<file path="src/hw/rtl/gfrq_pkg.sv">
// Types and codes shared by the gated frame ring queue modules.
// No dependencies.
`default_nettype none
package gfrq_pkg;

   localparam logic [2:0] CMD_OFFER   = 3'd0;
   localparam logic [2:0] CMD_NEXT    = 3'd1;
   localparam logic [2:0] CMD_FLUSH   = 3'd2;
   localparam logic [2:0] CMD_CAPTURE = 3'd3;
   localparam logic [2:0] CMD_PROCESS = 3'd4;
   localparam logic [2:0] CMD_READ    = 3'd5;

   localparam logic [1:0] KIND_VERDICT = 2'd0;
   localparam logic [1:0] KIND_SAMPLE  = 2'd1;
   localparam logic [1:0] KIND_EMPTY   = 2'd2;
   localparam logic [1:0] KIND_COUNTER = 2'd3;

   localparam logic [1:0] DISP_SENT    = 2'd0;
   localparam logic [1:0] DISP_INELIG  = 2'd1;
   localparam logic [1:0] DISP_GENCHG  = 2'd2;
   localparam logic [1:0] DISP_GATE    = 2'd3;

   localparam logic [2:0] CNT_CAPTURED   = 3'd0;
   localparam logic [2:0] CNT_PROCESSED  = 3'd1;
   localparam logic [2:0] CNT_ELIGIBLE   = 3'd2;
   localparam logic [2:0] CNT_INELIGIBLE = 3'd3;
   localparam logic [2:0] CNT_GENCHG     = 3'd4;
   localparam logic [2:0] CNT_GATE       = 3'd5;
   localparam logic [2:0] CNT_OVERFLOW   = 3'd6;
   localparam logic [2:0] CNT_SENT       = 3'd7;

   localparam int SLOT_MAX_W = 6;
   localparam int ADDR_MAX_W = 12;

   typedef struct packed {
      logic [2:0]         command;
      logic signed [15:0] sample;
      logic               eligible_at_capture;
      logic [15:0]        capture_generation;
      logic [31:0]        capture_frame_index;
      logic [15:0]        clock_epoch;
      logic [15:0]        current_generation;
      logic               send_permitted;
      logic [2:0]         counter_select;
   } req_type;

   typedef struct packed {
      logic [1:0]         result_kind;
      logic               accepted;
      logic signed [15:0] out_sample;
      logic               frame_end;
      logic [31:0]        out_frame_index;
      logic [15:0]        out_epoch;
      logic [1:0]         disposition;
      logic [31:0]        counter_value;
   } rsp_type;

   typedef struct packed {
      logic [1:0]            kind;
      logic                  accepted;
      logic [SLOT_MAX_W-1:0] slot;
      logic [31:0]           frame_index;
      logic [15:0]           epoch;
      logic [1:0]            disposition;
      logic [31:0]           counter_value;
   } job_type;

   typedef struct packed {
      logic                  en;
      logic [ADDR_MAX_W-1:0] addr;
      logic [15:0]           data;
   } wr_type;

endpackage
`default_nettype wire

</file>
<file path="src/hw/rtl/gfrq_job_fifo.sv">
// Short job queue between the front and the back of the frame ring queue.
// Depends on gfrq_pkg.
`default_nettype none
module gfrq_job_fifo
   import gfrq_pkg::*;
(
   input  wire logic    clock,
   input  wire logic    reset,
   input  wire logic    push,
   input  wire job_type push_job,
   output logic         full,
   input  wire logic    pop,
   output logic         empty,
   output job_type      head
);
   localparam int DEPTH = 4;

   job_type    entry_ff [DEPTH];
   logic [1:0] wr_ptr_ff, wr_ptr_in, rd_ptr_ff, rd_ptr_in;
   logic [2:0] count_ff, count_in;

   assign full  = (count_ff == 3'(DEPTH));
   assign empty = (count_ff == 3'd0);
   assign head  = entry_ff[rd_ptr_ff];

   always_comb begin
      wr_ptr_in = wr_ptr_ff;
      rd_ptr_in = rd_ptr_ff;
      count_in  = count_ff;
      if (push && !full) begin
         wr_ptr_in = wr_ptr_ff + 2'd1;
      end
      if (pop && !empty) begin
         rd_ptr_in = rd_ptr_ff + 2'd1;
      end
      count_in = count_ff + 3'(push && !full) - 3'(pop && !empty);
   end

   always_ff @(posedge clock) begin
      if (reset) begin
         wr_ptr_ff <= '0;
         rd_ptr_ff <= '0;
         count_ff  <= '0;
      end else begin
         wr_ptr_ff <= wr_ptr_in;
         rd_ptr_ff <= rd_ptr_in;
         count_ff  <= count_in;
      end
      if (push && !full) begin
         entry_ff[wr_ptr_ff] <= push_job;
      end
   end
endmodule
`default_nettype wire

</file>
<file path="config.mk">
export PLATFORM = sky130hd
export DESIGN_NAME = gfrq_job_fifo
export DESIGN_NICKNAME = d
export VERILOG_FILES = /design/src/hw/rtl/gfrq_pkg.sv /design/src/hw/rtl/gfrq_job_fifo.sv
export SDC_FILE = /design/constraint.sdc
export NUM_CORES = 1
export LEC_CHECK = 0
export BUFFER_PORTS_ARGS = -buffer_cell sky130_fd_sc_hd__buf_4
export CAP_MARGIN = 5
export CORE_ASPECT_RATIO = 0.75
export CORE_MARGIN = 8
export CORE_UTILIZATION = 47
export CTS_CLUSTER_DIAMETER = 120
export DETAILED_ROUTE_END_ITERATION = 8
export PLACE_DENSITY = 0.65
export SYNTH_ARGS = -nofsm -noshare
export SYNTH_HDL_FRONTEND = slang
export SYNTH_SLANG_ARGS = --single-unit
</file>
<file path="constraint.sdc">
create_clock -name clock -period 4.22 [get_ports clock]
set_input_delay 0.844 -clock clock [delete_from_list [all_inputs] [get_ports clock]]
set_output_delay 0.844 -clock clock [all_outputs]
set_load 0.01 [all_outputs]
</file>
======== After elaboration in Yosys (flattened, before gate mapping) ========
Memory sizes are Yosys's and may differ from the RTL's. A register that Yosys moved wholly into a read port is not among the register bits.
Index checks and enable logic that the tools add are counted.
storage, ports and cells
  register bits ........................... 7
  bits in latches ......................... 0
  bits in writable memories ............... 364
  memory bits (read-only) ................. 0
  bits of input ports ..................... 95
  output and inout port bits .............. 93
  word-level logic and storage cells ...... 18
  memories kept ........................... 1
memories
  memory    words  width  read ports  clocked after memory_dff  wr ports  RTL line             RTL
  entry_ff  4      91     1           1                         1         gfrq_job_fifo.sv:18  job_type entry_ff [DEPTH];
cells by class
  $add $sub $neg .......................... 4
  multiply operators ...................... 0
  divide/modulo/power cells ............... 0
  $lt $le $gt $ge ......................... 0
  eq/ne operators ......................... 1
  shift-type cells ........................ 0
  muxes and demuxes ....................... 4
  bitwise operators ....................... 0
  reductions and logical operators ........ 5
operators with widths
  cell                                          number
  adder 2 x 1 -> 2 bit (second input constant)  2
  2-to-1 mux 2 bit                              2
  adder 3 x 1 -> 3 bit                          1
  == test 3 bit (second input constant)         1
  logical NOT 3 bit                             1
  subtractor 3 x 1 -> 3 bit                     1
  logical AND 1 bit                             2
  logical NOT 1 bit                             2
  2-to-1 mux 1 bit                              2

======== Longest topological paths before layout ========
  depth in word-level cells ............... 5
  mapped depth ............................ 10
  mapped depth without buffers ............ 10

======== Least setup slack after synthesis ========
OpenSTA, ideal clock, no wires.
  path type ............................... input -> register
  start point ............................. in push
  end point ............................... mem entry_ff[0][0] (netlist name), enable pin
  library setup time ...................... 0.460 ns
  arrival time ............................ 3.283 ns
  required time ........................... 3.760 ns
  setup slack ............................. 0.477 ns
  stages on the path ...................... 3
  path buffers ............................ 0
  cell sequence ........................... inv_1 -> nor2_1 -> and2_1
on the way
  longest elaborated chain between the ends .. 3
RTL lines
  what                                    RTL line             RTL
  start, declared                         gfrq_job_fifo.sv:9   input wire logic push,
  logical AND 1 bit                       gfrq_job_fifo.sv:49  if (push && !full) begin
  2-to-1 mux 1 bit                        gfrq_job_fifo.sv:49
  2-to-1 mux 1 bit (implied by the code)  gfrq_job_fifo.sv:50  entry_ff[wr_ptr_ff] <= push_job;
  end, declared                           gfrq_job_fifo.sv:18
Every way passes these cells.

==> metrics <==
outcome=completed; Post-Route Setup TNS=0 ns; final core utilization=0.5789; clock skew after layout=0.02279 ns; crit share post-route=0.7833; hold_sp=rd_ptr_ff[1]; wire length reported by the detailed router=26740 um; buffers added on ports=187; number of instances in the synthesized netlist=526; syn_area_per_cell=26.03 um2; first-pass GRT wire length=39760 um; reported leakage power=0.005580 uW; CTS sink count=373; final estimated routing congestion in global placement=0.7528; detailed-routing iteration count for the pre-antenna-repair pass=4; Cell Chain, Critical Path=buf_12 > mux4_2 > buf_4; number of enable flip-flop cells after synthesis=364; total inserted antenna cells=0; slowest cell on the critical path=dfxtp_4; power density of the placed cells=608.7 mW/mm2; Setup Viol. Count Final=0; effective utilization at floorplan=0.4746; Via Count=6032; final layout net count=840; max cap viols=0; Tightest Pin Transition=0.7595 ns; final instance count without filler cells=1152; post-CTS setup buffer count=0; normalized max-slew margin=0.4937; overflow left after global routing=0; maximum buffer depth of the clock tree=3; remaining antenna violation count=0; chip height=163.8 um; sequential cell area in the final layout=0.01112 mm2; top area cells in the synthesized netlist=edfxtp_1 (80%), mux4_2 (15%), buf_12 (1.3%), dfxtp_1 (1.3%), ha_1 (0.55%); initial antenna violation count=1; via density per instance=5.236; Worst setup SP type=register; area overhead of the layout relative to synthesis=21.99%; pin count of the biggest net entering global routing=54; Tot Pwr=10170 uW; die area=0.03491 mm2; via count of the first global-routing pass=6730; unrepaired setup endpoints after global routing=false; number of top-level design ports=188; clock slew at reported path FFs=0.06 ns; number of pins exceeding their max-slew limit in the final report=0; starting DRC count in detailed routing=277; Routed WL per cell=23.21 um; Root Buffer Master=clkbuf_16; data required time at the worst endpoint=3.38 ns; Residual DRC=0; Num CTS Buffers=37; core area=0.02885 mm2; Hold-fix buffers, CTS=0; Placement Rows=54; number of endpoints with negative hold slack in the final report=0; most frequent cell after synthesis=edfxtp_1; synth unique cells=24; hpwl dp=16480 um; fraction of synthesized cell area taken by the top area cell type=0.7983; YS warnings=0; main flop type after synthesis=edfxtp_1; multi-input logic area=0.002317 mm2; Arr. time, crit path=2.46 ns; number of synthesized register bits=373; worst supply voltage drop on vdd=0.4160 mV; fraction of final layout cells with drive strength greater than 1=0.4474; Total GRT Usage=0.1529; post-synthesis sequential area ratio=0.8115; CP delay by family, top=flip-flops; H-tree depth=2; Synth async-reset ratio=0; highest clock frequency the design can meet=302.5 MHz; sort of element at the end of the critical path=output pin; # placed instances=1091; Post-synth top cells=edfxtp_1 (364), mux4_2 (91), buf_12 (9), buf_2 (9), dfxtp_1 (9); net count of the mapped netlist=628; post-layout minimum cycle time=3.305 ns; die boundary width=213.1 um; worst stage delay on the critical path=0.77 ns; Synth Cell Area=0.01369 mm2; TritonCTS clock tree=built; most area-hungry cell type in the Yosys netlist=edfxtp_1; CP max FO=33; r2r startpoint=count_ff[2]; type of the tightest min-delay check=reg -> reg; total buffers and inverters traversed by the critical path=2; clock network latency to the later pin of the worst-skew pair=0.52 ns; number of gates resized after cts=0; filler cell count in the final layout=2095; CP Class=reg -> out
## cell usage in the layout, fill, tap and decap left out, types with 4 or more instances in the layout
cell / count
dfxtp_1: 7
clkbuf_16: 39
buf_12: 7
nor2_1: 4
and2_4: 4
clkbuf_1: 7
edfxtp_1: 364
mux4_2: 91
buf_4: 187
bufinv_16: 5
clkinv_1: 6
inv_1: 8
ha_1: 6
## registers in the layout, indices dropped and copies added, names as in the netlist, named ones only
signal / count
wr_ptr_ff: 2
count_ff: 3
rd_ptr_ff: 2
entry_ff: 364
## layer usage
metal / vias up / track usage / wire (um)
li1: 2670 / - / -
met1: 3135 / 0.1969 / 11200
met2: 186 / 0.2500 / 12990
met3: 39 / 0.05225 / 2203
met4: 2 / 0.03569 / 331
met5: - / 0 / 13
## kinds of logic after synthesis
kind of cell | Yosys count | share of synthesized area
xor+xnor | 3 | 0.001919
fa+ha+maj | 7 | 0.006945
buf+inv | 29 | 0.02001
compound gates | 5 | 0.002011
mux | 92 | 0.1504
flops | 373 | 0.8115
simple gates | 17 | 0.007217
## path summary, 6_finish.rpt
kind	end	slack, ns	depth (start not counted)
max	head[88]	0.91	3
min	rd_ptr_ff[1]	0.51	2
max reg2reg	count_ff[2]	1.81	10
min reg2reg	rd_ptr_ff[1]	0.51	2
## power breakdown
part           internal [uW]  switching, uW
clock                   1980           1280
sequential              4450            188
combinational           1230           1040
total                   7660           2500
## worst reg2reg max path, stage by stage (launching register included)
cell,delay (ns)
dfxtp_1,0.34
nor3b_2,0.19
nor2_1,0.34
inv_1,0.11
ha_1,0.29
inv_1,0.04
ha_1,0.20
fa_1,0.41
xnor2_1,0.19
xnor2_1,0.14
nor2_1,0.05
## stage by stage
step | hold slack [ns] | setup slack, ns | instance area [um2]
5_1_grt | 0.4935 | 0.7155 | 16700
3_5_place_dp | 0.4784 | 1.356 | 15500
4_1_cts | 0.4897 | 0.8092 | 16700
6_report | 0.5149 | 0.9146 | 16700
3_3_place_gp | 0.4618 | 1.399 | 15500
2_1_floorplan | 0.4591 | 0.4774 | 13690
## final cells by class
class / count / area share
Sequential cell: 373 / 0.6657
Multi-Input combinational cell: 124 / 0.1387
Timing Repair Buffer: 194 / 0.09244
Clock buffer: 46 / 0.06000
Tap cell: 392 / 0.02937
Clock inverter: 15 / 0.01199
Inverter: 8 / 0.001798
Note: power is estimated with default switching activity, not from simulation.
