==> config.mk <==
export PLATFORM = sky130hd
export DESIGN_NAME = gfrq_front
export DESIGN_NICKNAME = d
export VERILOG_FILES = /design/src/hw/rtl/gfrq_pkg.sv /design/src/hw/rtl/gfrq_front.sv
export SDC_FILE = /design/constraint.sdc
export NUM_CORES = 2
export LEC_CHECK = 0
export ABC_CLOCK_PERIOD_IN_PS = 16000
export BUFFER_PORTS_ARGS = -buffer_cell sky130_fd_sc_hd__clkbuf_2
export CORE_MARGIN = 1.5
export CORE_UTILIZATION = 57
export CTS_CLUSTER_DIAMETER = 50
export DETAILED_ROUTE_END_ITERATION = 7
export PLACE_DENSITY = 0.79
export SLEW_MARGIN = 40
export SYNTH_ARGS = -nofsm -noshare
export SYNTH_HDL_FRONTEND = slang
export SYNTH_SLANG_ARGS = --single-unit
export TNS_END_PERCENT = 1
==> constraint.sdc <==
create_clock -name clock -period 16 [get_ports clock]
set_input_delay 4.8 -clock clock [delete_from_list [all_inputs] [get_ports clock]]
set_output_delay 4.8 -clock clock [all_outputs]
set_load 0.01 [all_outputs]
==> src/hw/rtl/gfrq_pkg.sv <==
// Types and codes shared by the gated frame ring queue modules.
// No dependencies.
`default_nettype none
package gfrq_pkg;

   localparam logic [2:0] CMD_OFFER   = 3'd0;
   localparam logic [2:0] CMD_NEXT    = 3'd1;
   localparam logic [2:0] CMD_FLUSH   = 3'd2;
   localparam logic [2:0] CMD_CAPTURE = 3'd3;
   localparam logic [2:0] CMD_PROCESS = 3'd4;
   localparam logic [2:0] CMD_READ    = 3'd5;

   localparam logic [1:0] KIND_VERDICT = 2'd0;
   localparam logic [1:0] KIND_SAMPLE  = 2'd1;
   localparam logic [1:0] KIND_EMPTY   = 2'd2;
   localparam logic [1:0] KIND_COUNTER = 2'd3;

   localparam logic [1:0] DISP_SENT    = 2'd0;
   localparam logic [1:0] DISP_INELIG  = 2'd1;
   localparam logic [1:0] DISP_GENCHG  = 2'd2;
   localparam logic [1:0] DISP_GATE    = 2'd3;

   localparam logic [2:0] CNT_CAPTURED   = 3'd0;
   localparam logic [2:0] CNT_PROCESSED  = 3'd1;
   localparam logic [2:0] CNT_ELIGIBLE   = 3'd2;
   localparam logic [2:0] CNT_INELIGIBLE = 3'd3;
   localparam logic [2:0] CNT_GENCHG     = 3'd4;
   localparam logic [2:0] CNT_GATE       = 3'd5;
   localparam logic [2:0] CNT_OVERFLOW   = 3'd6;
   localparam logic [2:0] CNT_SENT       = 3'd7;

   localparam int SLOT_MAX_W = 6;
   localparam int ADDR_MAX_W = 12;

   typedef struct packed {
      logic [2:0]         command;
      logic signed [15:0] sample;
      logic               eligible_at_capture;
      logic [15:0]        capture_generation;
      logic [31:0]        capture_frame_index;
      logic [15:0]        clock_epoch;
      logic [15:0]        current_generation;
      logic               send_permitted;
      logic [2:0]         counter_select;
   } req_type;

   typedef struct packed {
      logic [1:0]         result_kind;
      logic               accepted;
      logic signed [15:0] out_sample;
      logic               frame_end;
      logic [31:0]        out_frame_index;
      logic [15:0]        out_epoch;
      logic [1:0]         disposition;
      logic [31:0]        counter_value;
   } rsp_type;

   typedef struct packed {
      logic [1:0]            kind;
      logic                  accepted;
      logic [SLOT_MAX_W-1:0] slot;
      logic [31:0]           frame_index;
      logic [15:0]           epoch;
      logic [1:0]            disposition;
      logic [31:0]           counter_value;
   } job_type;

   typedef struct packed {
      logic                  en;
      logic [ADDR_MAX_W-1:0] addr;
      logic [15:0]           data;
   } wr_type;

endpackage
`default_nettype wire

==> src/hw/rtl/gfrq_front.sv <==
// Front of the frame ring queue: takes requests, keeps counts, metadata and
// statistics, and queues jobs for the back. Depends on gfrq_pkg.
`default_nettype none
module gfrq_front
   import gfrq_pkg::*;
#(
   parameter int FRAME_SAMPLES   = 32,
   parameter int CAPACITY_FRAMES = 8
) (
   input  wire logic    clock,
   input  wire logic    reset,
   input  wire logic    req_push,
   input  wire req_type req_data,
   output logic         req_full,
   output logic         job_push,
   output job_type      job_data,
   input  wire logic    job_full,
   input  wire logic    deq_done,
   output wr_type       wr
);
   localparam int POS_W  = (FRAME_SAMPLES > 1) ? $clog2(FRAME_SAMPLES) : 1;
   localparam int SLOT_W = $clog2(CAPACITY_FRAMES);

   typedef enum logic {ST_IDLE, ST_DEQ} state_type;

   state_type         state_ff, state_in;
   logic [31:0]       wc_ff, wc_in, rc_ff, rc_in, pend_ff, pend_in;
   logic [SLOT_W-1:0] wr_slot_ff, wr_slot_in, rd_slot_ff, rd_slot_in, rd_adv;
   logic [POS_W-1:0]  pos_ff, pos_in;
   logic              refused_ff, refused_in, elig_ff, elig_in, busy_ff, busy_in;
   logic [15:0]       gen_ff, gen_in;
   logic              permit_ff, permit_in;
   logic [31:0]       stat_ff [8];
   logic [16:0]       gate_mem [CAPACITY_FRAMES];
   logic [47:0]       meta_mem [CAPACITY_FRAMES];
   logic [16:0]       gate_rd_ff;
   logic [47:0]       meta_rd_ff;
   logic [SLOT_W-1:0] raddr;
   logic              meta_we;

   logic              accept, first, refused_eff, elig_eff, is_full;
   logic [31:0]       queued, drops, left;
   logic [SLOT_W:0]   adv_sum;
   logic              bump_en;
   logic [2:0]        bump_sel;
   logic [1:0]        disp;

   assign req_full = (state_ff != ST_IDLE) || job_full || busy_ff;
   assign accept   = req_push && !req_full;
   assign queued   = wc_ff - rc_ff;
   assign is_full  = (queued >= 32'(CAPACITY_FRAMES));
   assign drops    = (pend_ff < queued) ? pend_ff : queued;
   assign left     = queued - drops;
   assign first    = (pos_ff == '0);
   assign refused_eff = first ? is_full : refused_ff;
   assign elig_eff    = first ? req_data.eligible_at_capture : elig_ff;

   always_comb begin
      adv_sum = {1'b0, rd_slot_ff} + drops[SLOT_W:0];
      if (adv_sum >= (SLOT_W+1)'(CAPACITY_FRAMES)) begin
         adv_sum = adv_sum - (SLOT_W+1)'(CAPACITY_FRAMES);
      end
      rd_adv = adv_sum[SLOT_W-1:0];
   end

   always_comb begin
      priority if (gate_rd_ff[16] == 1'b0) begin
         disp = DISP_INELIG;
      end else if (gate_rd_ff[15:0] != gen_ff) begin
         disp = DISP_GENCHG;
      end else if (!permit_ff) begin
         disp = DISP_GATE;
      end else begin
         disp = DISP_SENT;
      end
   end

   always_comb begin
      state_in   = state_ff;
      wc_in      = wc_ff;
      rc_in      = rc_ff;
      pend_in    = pend_ff;
      wr_slot_in = wr_slot_ff;
      rd_slot_in = rd_slot_ff;
      pos_in     = pos_ff;
      refused_in = refused_ff;
      elig_in    = elig_ff;
      busy_in    = busy_ff && !deq_done;
      gen_in     = gen_ff;
      permit_in  = permit_ff;
      raddr      = rd_slot_ff;
      meta_we    = 1'b0;
      bump_en    = 1'b0;
      bump_sel   = CNT_CAPTURED;
      job_push   = 1'b0;
      job_data   = '0;
      wr         = '0;
      unique case (state_ff)
         ST_IDLE: begin
            if (accept) begin
               unique case (req_data.command)
                  CMD_OFFER: begin
                     if (first) begin
                        job_push          = 1'b1;
                        job_data.kind     = KIND_VERDICT;
                        job_data.accepted = !is_full;
                        refused_in        = is_full;
                        elig_in           = req_data.eligible_at_capture;
                        if (is_full) begin
                           if (pend_ff != '1) begin
                              pend_in = pend_ff + 32'd1;
                           end
                           bump_en  = 1'b1;
                           bump_sel = CNT_OVERFLOW;
                        end else begin
                           meta_we = 1'b1;
                        end
                     end
                     if (!refused_eff) begin
                        wr.en   = 1'b1;
                        wr.addr = ADDR_MAX_W'(32'(wr_slot_ff) * FRAME_SAMPLES + 32'(pos_ff));
                        wr.data = req_data.sample;
                        if (pos_ff == POS_W'(FRAME_SAMPLES - 1)) begin
                           wc_in = wc_ff + 32'd1;
                           wr_slot_in = (wr_slot_ff == SLOT_W'(CAPACITY_FRAMES - 1)) ?
                                        '0 : wr_slot_ff + 1'b1;
                           if (elig_eff) begin
                              bump_en  = 1'b1;
                              bump_sel = CNT_ELIGIBLE;
                           end
                        end
                     end
                     pos_in = (pos_ff == POS_W'(FRAME_SAMPLES - 1)) ? '0 : pos_ff + 1'b1;
                  end
                  CMD_NEXT: begin
                     rc_in      = rc_ff + drops;
                     rd_slot_in = rd_adv;
                     pend_in    = '0;
                     raddr      = rd_adv;
                     gen_in     = req_data.current_generation;
                     permit_in  = req_data.send_permitted;
                     if (left == '0) begin
                        job_push      = 1'b1;
                        job_data.kind = KIND_EMPTY;
                     end else begin
                        state_in = ST_DEQ;
                     end
                  end
                  CMD_FLUSH: begin
                     rc_in      = wc_ff;
                     rd_slot_in = wr_slot_ff;
                  end
                  CMD_CAPTURE: begin
                     bump_en  = 1'b1;
                     bump_sel = CNT_CAPTURED;
                  end
                  CMD_PROCESS: begin
                     bump_en  = 1'b1;
                     bump_sel = CNT_PROCESSED;
                  end
                  CMD_READ: begin
                     job_push               = 1'b1;
                     job_data.kind          = KIND_COUNTER;
                     job_data.counter_value = stat_ff[req_data.counter_select];
                  end
                  default: begin
                  end
               endcase
            end
         end
         ST_DEQ: begin
            if (!job_full) begin
               job_push             = 1'b1;
               job_data.kind        = KIND_SAMPLE;
               job_data.slot        = SLOT_MAX_W'(rd_slot_ff);
               job_data.frame_index = meta_rd_ff[47:16];
               job_data.epoch       = meta_rd_ff[15:0];
               job_data.disposition = disp;
               bump_en  = 1'b1;
               unique case (disp)
                  DISP_INELIG: bump_sel = CNT_INELIGIBLE;
                  DISP_GENCHG: bump_sel = CNT_GENCHG;
                  DISP_GATE:   bump_sel = CNT_GATE;
                  default:     bump_sel = CNT_SENT;
               endcase
               rc_in      = rc_ff + 32'd1;
               rd_slot_in = (rd_slot_ff == SLOT_W'(CAPACITY_FRAMES - 1)) ?
                            '0 : rd_slot_ff + 1'b1;
               busy_in    = 1'b1;
               state_in   = ST_IDLE;
            end
         end
         default: state_in = ST_IDLE;
      endcase
   end

   always_ff @(posedge clock) begin
      if (reset) begin
         state_ff   <= ST_IDLE;
         wc_ff      <= '0;
         rc_ff      <= '0;
         pend_ff    <= '0;
         wr_slot_ff <= '0;
         rd_slot_ff <= '0;
         pos_ff     <= '0;
         refused_ff <= 1'b0;
         elig_ff    <= 1'b0;
         busy_ff    <= 1'b0;
         for (int i = 0; i < 8; i++) begin
            stat_ff[i] <= '0;
         end
      end else begin
         state_ff   <= state_in;
         wc_ff      <= wc_in;
         rc_ff      <= rc_in;
         pend_ff    <= pend_in;
         wr_slot_ff <= wr_slot_in;
         rd_slot_ff <= rd_slot_in;
         pos_ff     <= pos_in;
         refused_ff <= refused_in;
         elig_ff    <= elig_in;
         busy_ff    <= busy_in;
         if (bump_en) begin
            stat_ff[bump_sel] <= stat_ff[bump_sel] + 32'd1;
         end
      end
      gen_ff    <= gen_in;
      permit_ff <= permit_in;
   end

   always_ff @(posedge clock) begin
      if (meta_we) begin
         gate_mem[wr_slot_ff] <= {req_data.eligible_at_capture, req_data.capture_generation};
         meta_mem[wr_slot_ff] <= {req_data.capture_frame_index, req_data.clock_epoch};
      end
      gate_rd_ff <= gate_mem[raddr];
      meta_rd_ff <= meta_mem[raddr];
   end
endmodule
`default_nettype wire

Word-level counts from Yosys, hierarchy flattened

Memory sizes are Yosys's and may differ from the RTL's. A register that Yosys moved wholly into a read port is not among the register bits.
Cells that the tools add are included.

Bits of input ports: 109
Bits in writable memories: 776
Memories: 3
Output and inout port bits: 122
Flip-flop bits (word level): 128

$add $sub $neg: 13
Reduce and logical (&&, ||, !) cells: 18
Order comparisons: 3
Muxes and demuxes: 88
Equality and inequality tests: 19
Bitwise operators: 2

Memories:

| name     | words | bits a word | rd ports | clocked after memory_dff | write ports | line             | text |
|---|---|---|---|---|---|---|---|
| meta_mem | 8     | 48          | 1        | 1                        | 1           | gfrq_front.sv:35 | `logic [47:0] meta_mem [CAPACITY_FRAMES];` |
| stat_ff  | 8     | 32          | 2        | 0                        | 8           | gfrq_front.sv:33 | `logic [31:0] stat_ff [8];` |
| gate_mem | 8     | 17          | 1        | 1                        | 1           | gfrq_front.sv:34 | `logic [16:0] gate_mem [CAPACITY_FRAMES];` |

Operators by type and width:

| operator                                             | number |
|---|---|
| 2-to-1 mux 32 bit                                    | 10 |
| one-hot mux 32 bit (2 select lines)                  | 3 |
| adder 32 x 1 -> 32 bit, second input constant        | 4 |
| 2-to-1 mux 29 bit                                    | 4 |
| 2-to-1 mux 53 bit                                    | 2 |
| subtractor 32 bit                                    | 2 |
| 2-to-1 mux 3 bit                                     | 17 |
| 2-to-1 mux 1 bit                                     | 35 |
| adder 32 bit                                         | 1 |
| >= comparator 32 x 4 -> 1 bit, second input constant | 1 |
| zero test 32 bit                                     | 1 |
| less-than comparator 32 bit                          | 1 |
| != test 32 bit, second input constant                | 1 |
| OR reduction 32 bit                                  | 1 |
| one-hot mux 3 bit (2 select lines)                   | 4 |
| != test 16 bit                                       | 1 |
| equality test 3 bit, second input constant           | 4 |
| != test 2 bit, second input constant                 | 5 |
| adder 8 x 5 -> 9 bit                                 | 1 |
| one-hot mux 3 bit (3 select lines)                   | 1 |
| AND reduction 3 bit                                  | 3 |
| 2-to-1 mux 2 bit                                     | 4 |
| one-hot mux 1 bit (2 select lines)                   | 4 |
| adder 3 x 1 -> 3 bit, second input constant          | 2 |
| 24 further kinds                                     | 31 |

Depth between registers and ports, before layout

Depth in word-level cells: 15
Mapped depth: 45
Depth with buffers taken out: 43

Least setup slack after synthesis

OpenSTA, ideal clock, no wires.

Path kind: register -> output
Start: reg rc_ff[4]
End: out job_push
Path buffers: 2
Path slack: 2.031 ns
Cell stages (with the launch flop): 42
Arrival: 9.169 ns
Path through: dfxtp_1 -> inv_1 -> ha_1 -> buf_4 -> a21o_2 -> or3_1 -> o21ai_1 -> o31a_1 -> a31oi_1 -> o21ai_0 -> o31a_1 -> inv_1 -> ha_1 -> a21o_1 -> a21o_1 -> a21o_1 -> o21ai_0 -> o211a_1 -> [... 6 more ...] -> ha_1 -> nor2b_1 -> a221o_1 -> a211oi_1 -> a2111oi_0 -> o211ai_1 -> a31o_2 -> maj3_1 -> o211a_1 -> o22ai_1 -> a21boi_0 -> o21a_1 -> o211ai_1 -> nor4b_1 -> o2111ai_1 -> nand2b_1 -> a22oi_1 -> o21ai_0

Longest elaborated chain between the ends: 9

RTL lines:

| item                                 | line              | text |
|---|---|---|
| start: declaration                   | gfrq_front.sv:27  | `logic [31:0] wc_ff, wc_in, rc_ff, rc_in, pend_ff, pend_in;` |
| start signal: assignment             | gfrq_front.sv:215 | `rc_ff <= rc_in;` |
| subtractor 32 bit *                  | gfrq_front.sv:50  | `assign queued = wc_ff - rc_ff;` |
| less-than comparator 32 bit          | gfrq_front.sv:52  | `assign drops = (pend_ff < queued) ? pend_ff : queued;` |
| 2-to-1 mux 32 bit                    | gfrq_front.sv:52  |  |
| subtractor 32 bit *                  | gfrq_front.sv:53  | `assign left = queued - drops;` |
| zero test 32 bit *                   | gfrq_front.sv:142 | `if (left == '0) begin` |
| 2-to-1 mux 1 bit *                   | gfrq_front.sv:142 |  |
| one-hot mux 1 bit (3 select lines) * | gfrq_front.sv:101 | `unique case (req_data.command)` |
| 2-to-1 mux 1 bit *                   | gfrq_front.sv:100 | `if (accept) begin` |
| one-hot mux 1 bit (2 select lines) * | gfrq_front.sv:98  | `unique case (state_ff)` |
| end: declaration                     | gfrq_front.sv:15  | `output logic job_push,` |

Every way passes the cells marked *; elsewhere a longest branch is shown, timed or not.

Final worst setup path

Start: reg rc_ff[0]
End: out job_push

The elaborated chain is that of the path after synthesis.

==> results.sh <==
export IMPL_max_clock_path_buffers=3
export IMPL_critPathLaunchType="register"
export IMPL_dieArea_um2=87200
export IMPL_setup_viol=0
export IMPL_endpoint_kind="output port"
export IMPL_cp_arrival_ps=10460
export IMPL_rows=106
export IMPL_r2r_slack_ps=6380
export IMPL_synth_cell_area_um2=48700
export IMPL_clk_pin_slew_ps=60
export IMPL_io_buffer_count=223
export IMPL_synthTopCellsByCount="edfxtp_1, nor2_1, nand2_1, mux4_2, a21oi_1"
export IMPL_grt_start_max_net_pins=78
export IMPL_gr_usage_all_layers=0.303
export IMPL_core_area_um2=84100
export IMPL_root_buffer="clkbuf_16"
export IMPL_wl_met2_mm=61.3
export IMPL_required_ps=11200
export IMPL_ys_flop_type="edfxtp_1"
export IMPL_ant_nets=0
export IMPL_grt_pass1_wl_mm=199
export IMPL_skew_ps=59.3
export IMPL_wirelength_mm=132
export IMPL_wl_met3_mm=16.0
export IMPL_grt_ovfl_total=0
export IMPL_ios=231
export IMPL_syn_inst=3930
export IMPL_crit_fanout=10
export IMPL_fillers=6140
export IMPL_first_pass_iters=7
export IMPL_cts_max_level=3
export IMPL_tightestPinTransition_ps=949
export IMPL_clk_latency_ps=680
export IMPL_nets=4376
export IMPL_highest_layer="met5"
export IMPL_setup_tns_final_ps=0
export IMPL_ys_top_cells_by_area="edfxtp_1, mux4_2, dfxtp_1, nor2_1, ha_1"
export IMPL_yosysWarnings=0
export IMPL_drc=0
export IMPL_synth_seq_area_share=0.562
export IMPL_synth_top_area_share=0.489
export IMPL_layout_min_cycle_time_ps=15260
export IMPL_crit_type="reg -> out"
export IMPL_start_util=0.579
export IMPL_status="completed"
export IMPL_synth_top_cell_by_area="edfxtp_1"
export IMPL_crit_family="compound AO/OA/AOI/OAI gates"
export IMPL_chipWidth_um=295
export IMPL_antenna_found_initial=13
export IMPL_slowest_delay_ps=470
export IMPL_die_h_um=295
export IMPL_dpl_hpwl_mm=81.2
export IMPL_vias=34421
export IMPL_final_cells=5349
export IMPL_slew_viol_final=0
export IMPL_synth_most_common_cell="edfxtp_1"
export IMPL_wl_met1_mm=50.7
export IMPL_synth_edff_count=793
export IMPL_slowest_stage="a2111oi_2"
export IMPL_maxSlewHeadroom=0.368
export IMPL_cts_sink_count=969
export IMPL_final_cell_area_um2=54700
export IMPL_cap_violations=0
export IMPL_cts_tree="yes"
export IMPL_drt_iter0_drc=4513
export IMPL_power_leakage_uw=0.0200
export IMPL_period_share=0.954
export IMPL_drive_gt1_frac=0.199
export IMPL_avgViaCountPerCell=6.44
export IMPL_ir_drop_v=0.000148
export IMPL_numCtsBuffers=103
export IMPL_clock_fmax_mhz=65.5
export IMPL_synth_avg_cell_area_um2=12.4
export IMPL_synth_seq_cells=969
export IMPL_dp_cells=5150
export IMPL_async_flop_share=0
export IMPL_place_gp_congestion=0.938
export IMPL_powerDensity_nw_per_um2=106
export IMPL_routedWlPerCell_um=24.7
export IMPL_hold_class="reg -> reg"
export IMPL_grt_pass1_vias=33532
export IMPL_areaGrowthSynthToFinish_pct=12.4
export IMPL_cp_num_buf_inv=5
export IMPL_place_area_um2=51200
export IMPL_hold_viol_final=0
export IMPL_synth_distinct_cells=106
==> metrics by stage <==
stage                     power [µW]  utilization  setup slack (ps)  hold WS (ps)
after floorplan                 3260            -              2030           432
after global placement          3420        0.607              1380           440
after detailed placement        3430        0.609              1170           447
after CTS                       5810        0.650               419           455
after global routing            5970        0.650             -29.2           498
final                           5810        0.650               741           455
==> state kept, by name, indices dropped and copies added (netlist names), 3 cells and up <==
signal,cells
meta_mem,384
stat_ff,256
gate_mem,136
meta_rd_ff,48
pend_ff,32
rc_ff,32
wc_ff,32
gate_rd_ff,17
gen_ff,16
pos_ff,5
rd_slot_ff,3
wr_slot_ff,3
==> cell families (layout without fill, tap and decap cells) <==
kind of cell,Yosys count,in the layout,synth area share
and+or+nand+nor,1256,1256,0.122
DFF,969,969,0.562
AOI/OAI and AO/OA,679,679,0.0938
buffers and inverters,364,638,0.0299
muxes,358,358,0.126
xor gates and xnor gates,156,156,0.0284
adders and majority gates,147,147,0.0381
other,1,12,0.0000770
==> report_power, final <==
part	switching, µW	internal (µW)
logic	370	238
clock network	1030	1380
registers	23.6	2760
==> layout make-up <==
type / count / area [µm²] / share of cell area
timing repair buffer: 299 / 1780 / 0.0325
clock buffer: 128 / 2750 / 0.0503
antenna: 5 / 12.5 / 0.000229
clock inverter: 65 / 697 / 0.0127
multi-input combinational: 2603 / 20100 / 0.368
tap: 1134 / 1420 / 0.0259
inverter: 146 / 548 / 0.0100
sequential: 969 / 27300 / 0.500
==> timing repair <==
action / in CTS / in global routing
setup endpoints to repair: 0 / 2
resized for setup: 0 / 6
hold buffers: 0 / 0
setup buffers: 0 / 0
==> layout by cell type (no fill, tap or decap), types with 77 or more instances in the layout <==
cell type	n
edfxtp_1	793
nor2_1	488
nand2_1	252
clkbuf_2	220
mux4_2	194
a21oi_1	182
dfxtp_1	175
inv_1	145
o21ai_0	144
ha_1	142
clkbuf_16	104
xor2_1	99
and2_1	90
nor3_1	87
nand3_1	86
mux2_2	86
mux2i_1	77
==> worst register-to-register path, delay by kind of cell (launching register included) <==
family | cells | cell delay (ps)
xor gates and xnor gates | 1 | 200
AOI/OAI and AO/OA | 29 | 6010
buffers and inverters | 4 | 520
adders and majority gates | 5 | 1590
and+or+nand+nor | 3 | 470
muxes | 1 | 220
DFF | 1 | 430
==> path summary, 6_finish.rpt <==
| kind | startpoint | end | cells after the start |
|---|---|---|---|
| min reg2reg | elig_ff | elig_ff | 2 |
| max | rc_ff[0] | job_push | 43 |
| min | elig_ff | elig_ff | 2 |
| max reg2reg | rc_ff[0] | rc_ff[30] | 43 |
==> routing by layer <==
| layer | global-route usage | up-vias |
|---|---|---|
| met2 | 0.483 | 2108 |
| met3 | 0.0712 | 344 |
| li1 | - | 15199 |
| met5 | 0 | - |
| met1 | 0.412 | 16752 |
| met4 | 0.103 | 18 |
Note: power is estimated with default switching activity, not from simulation.
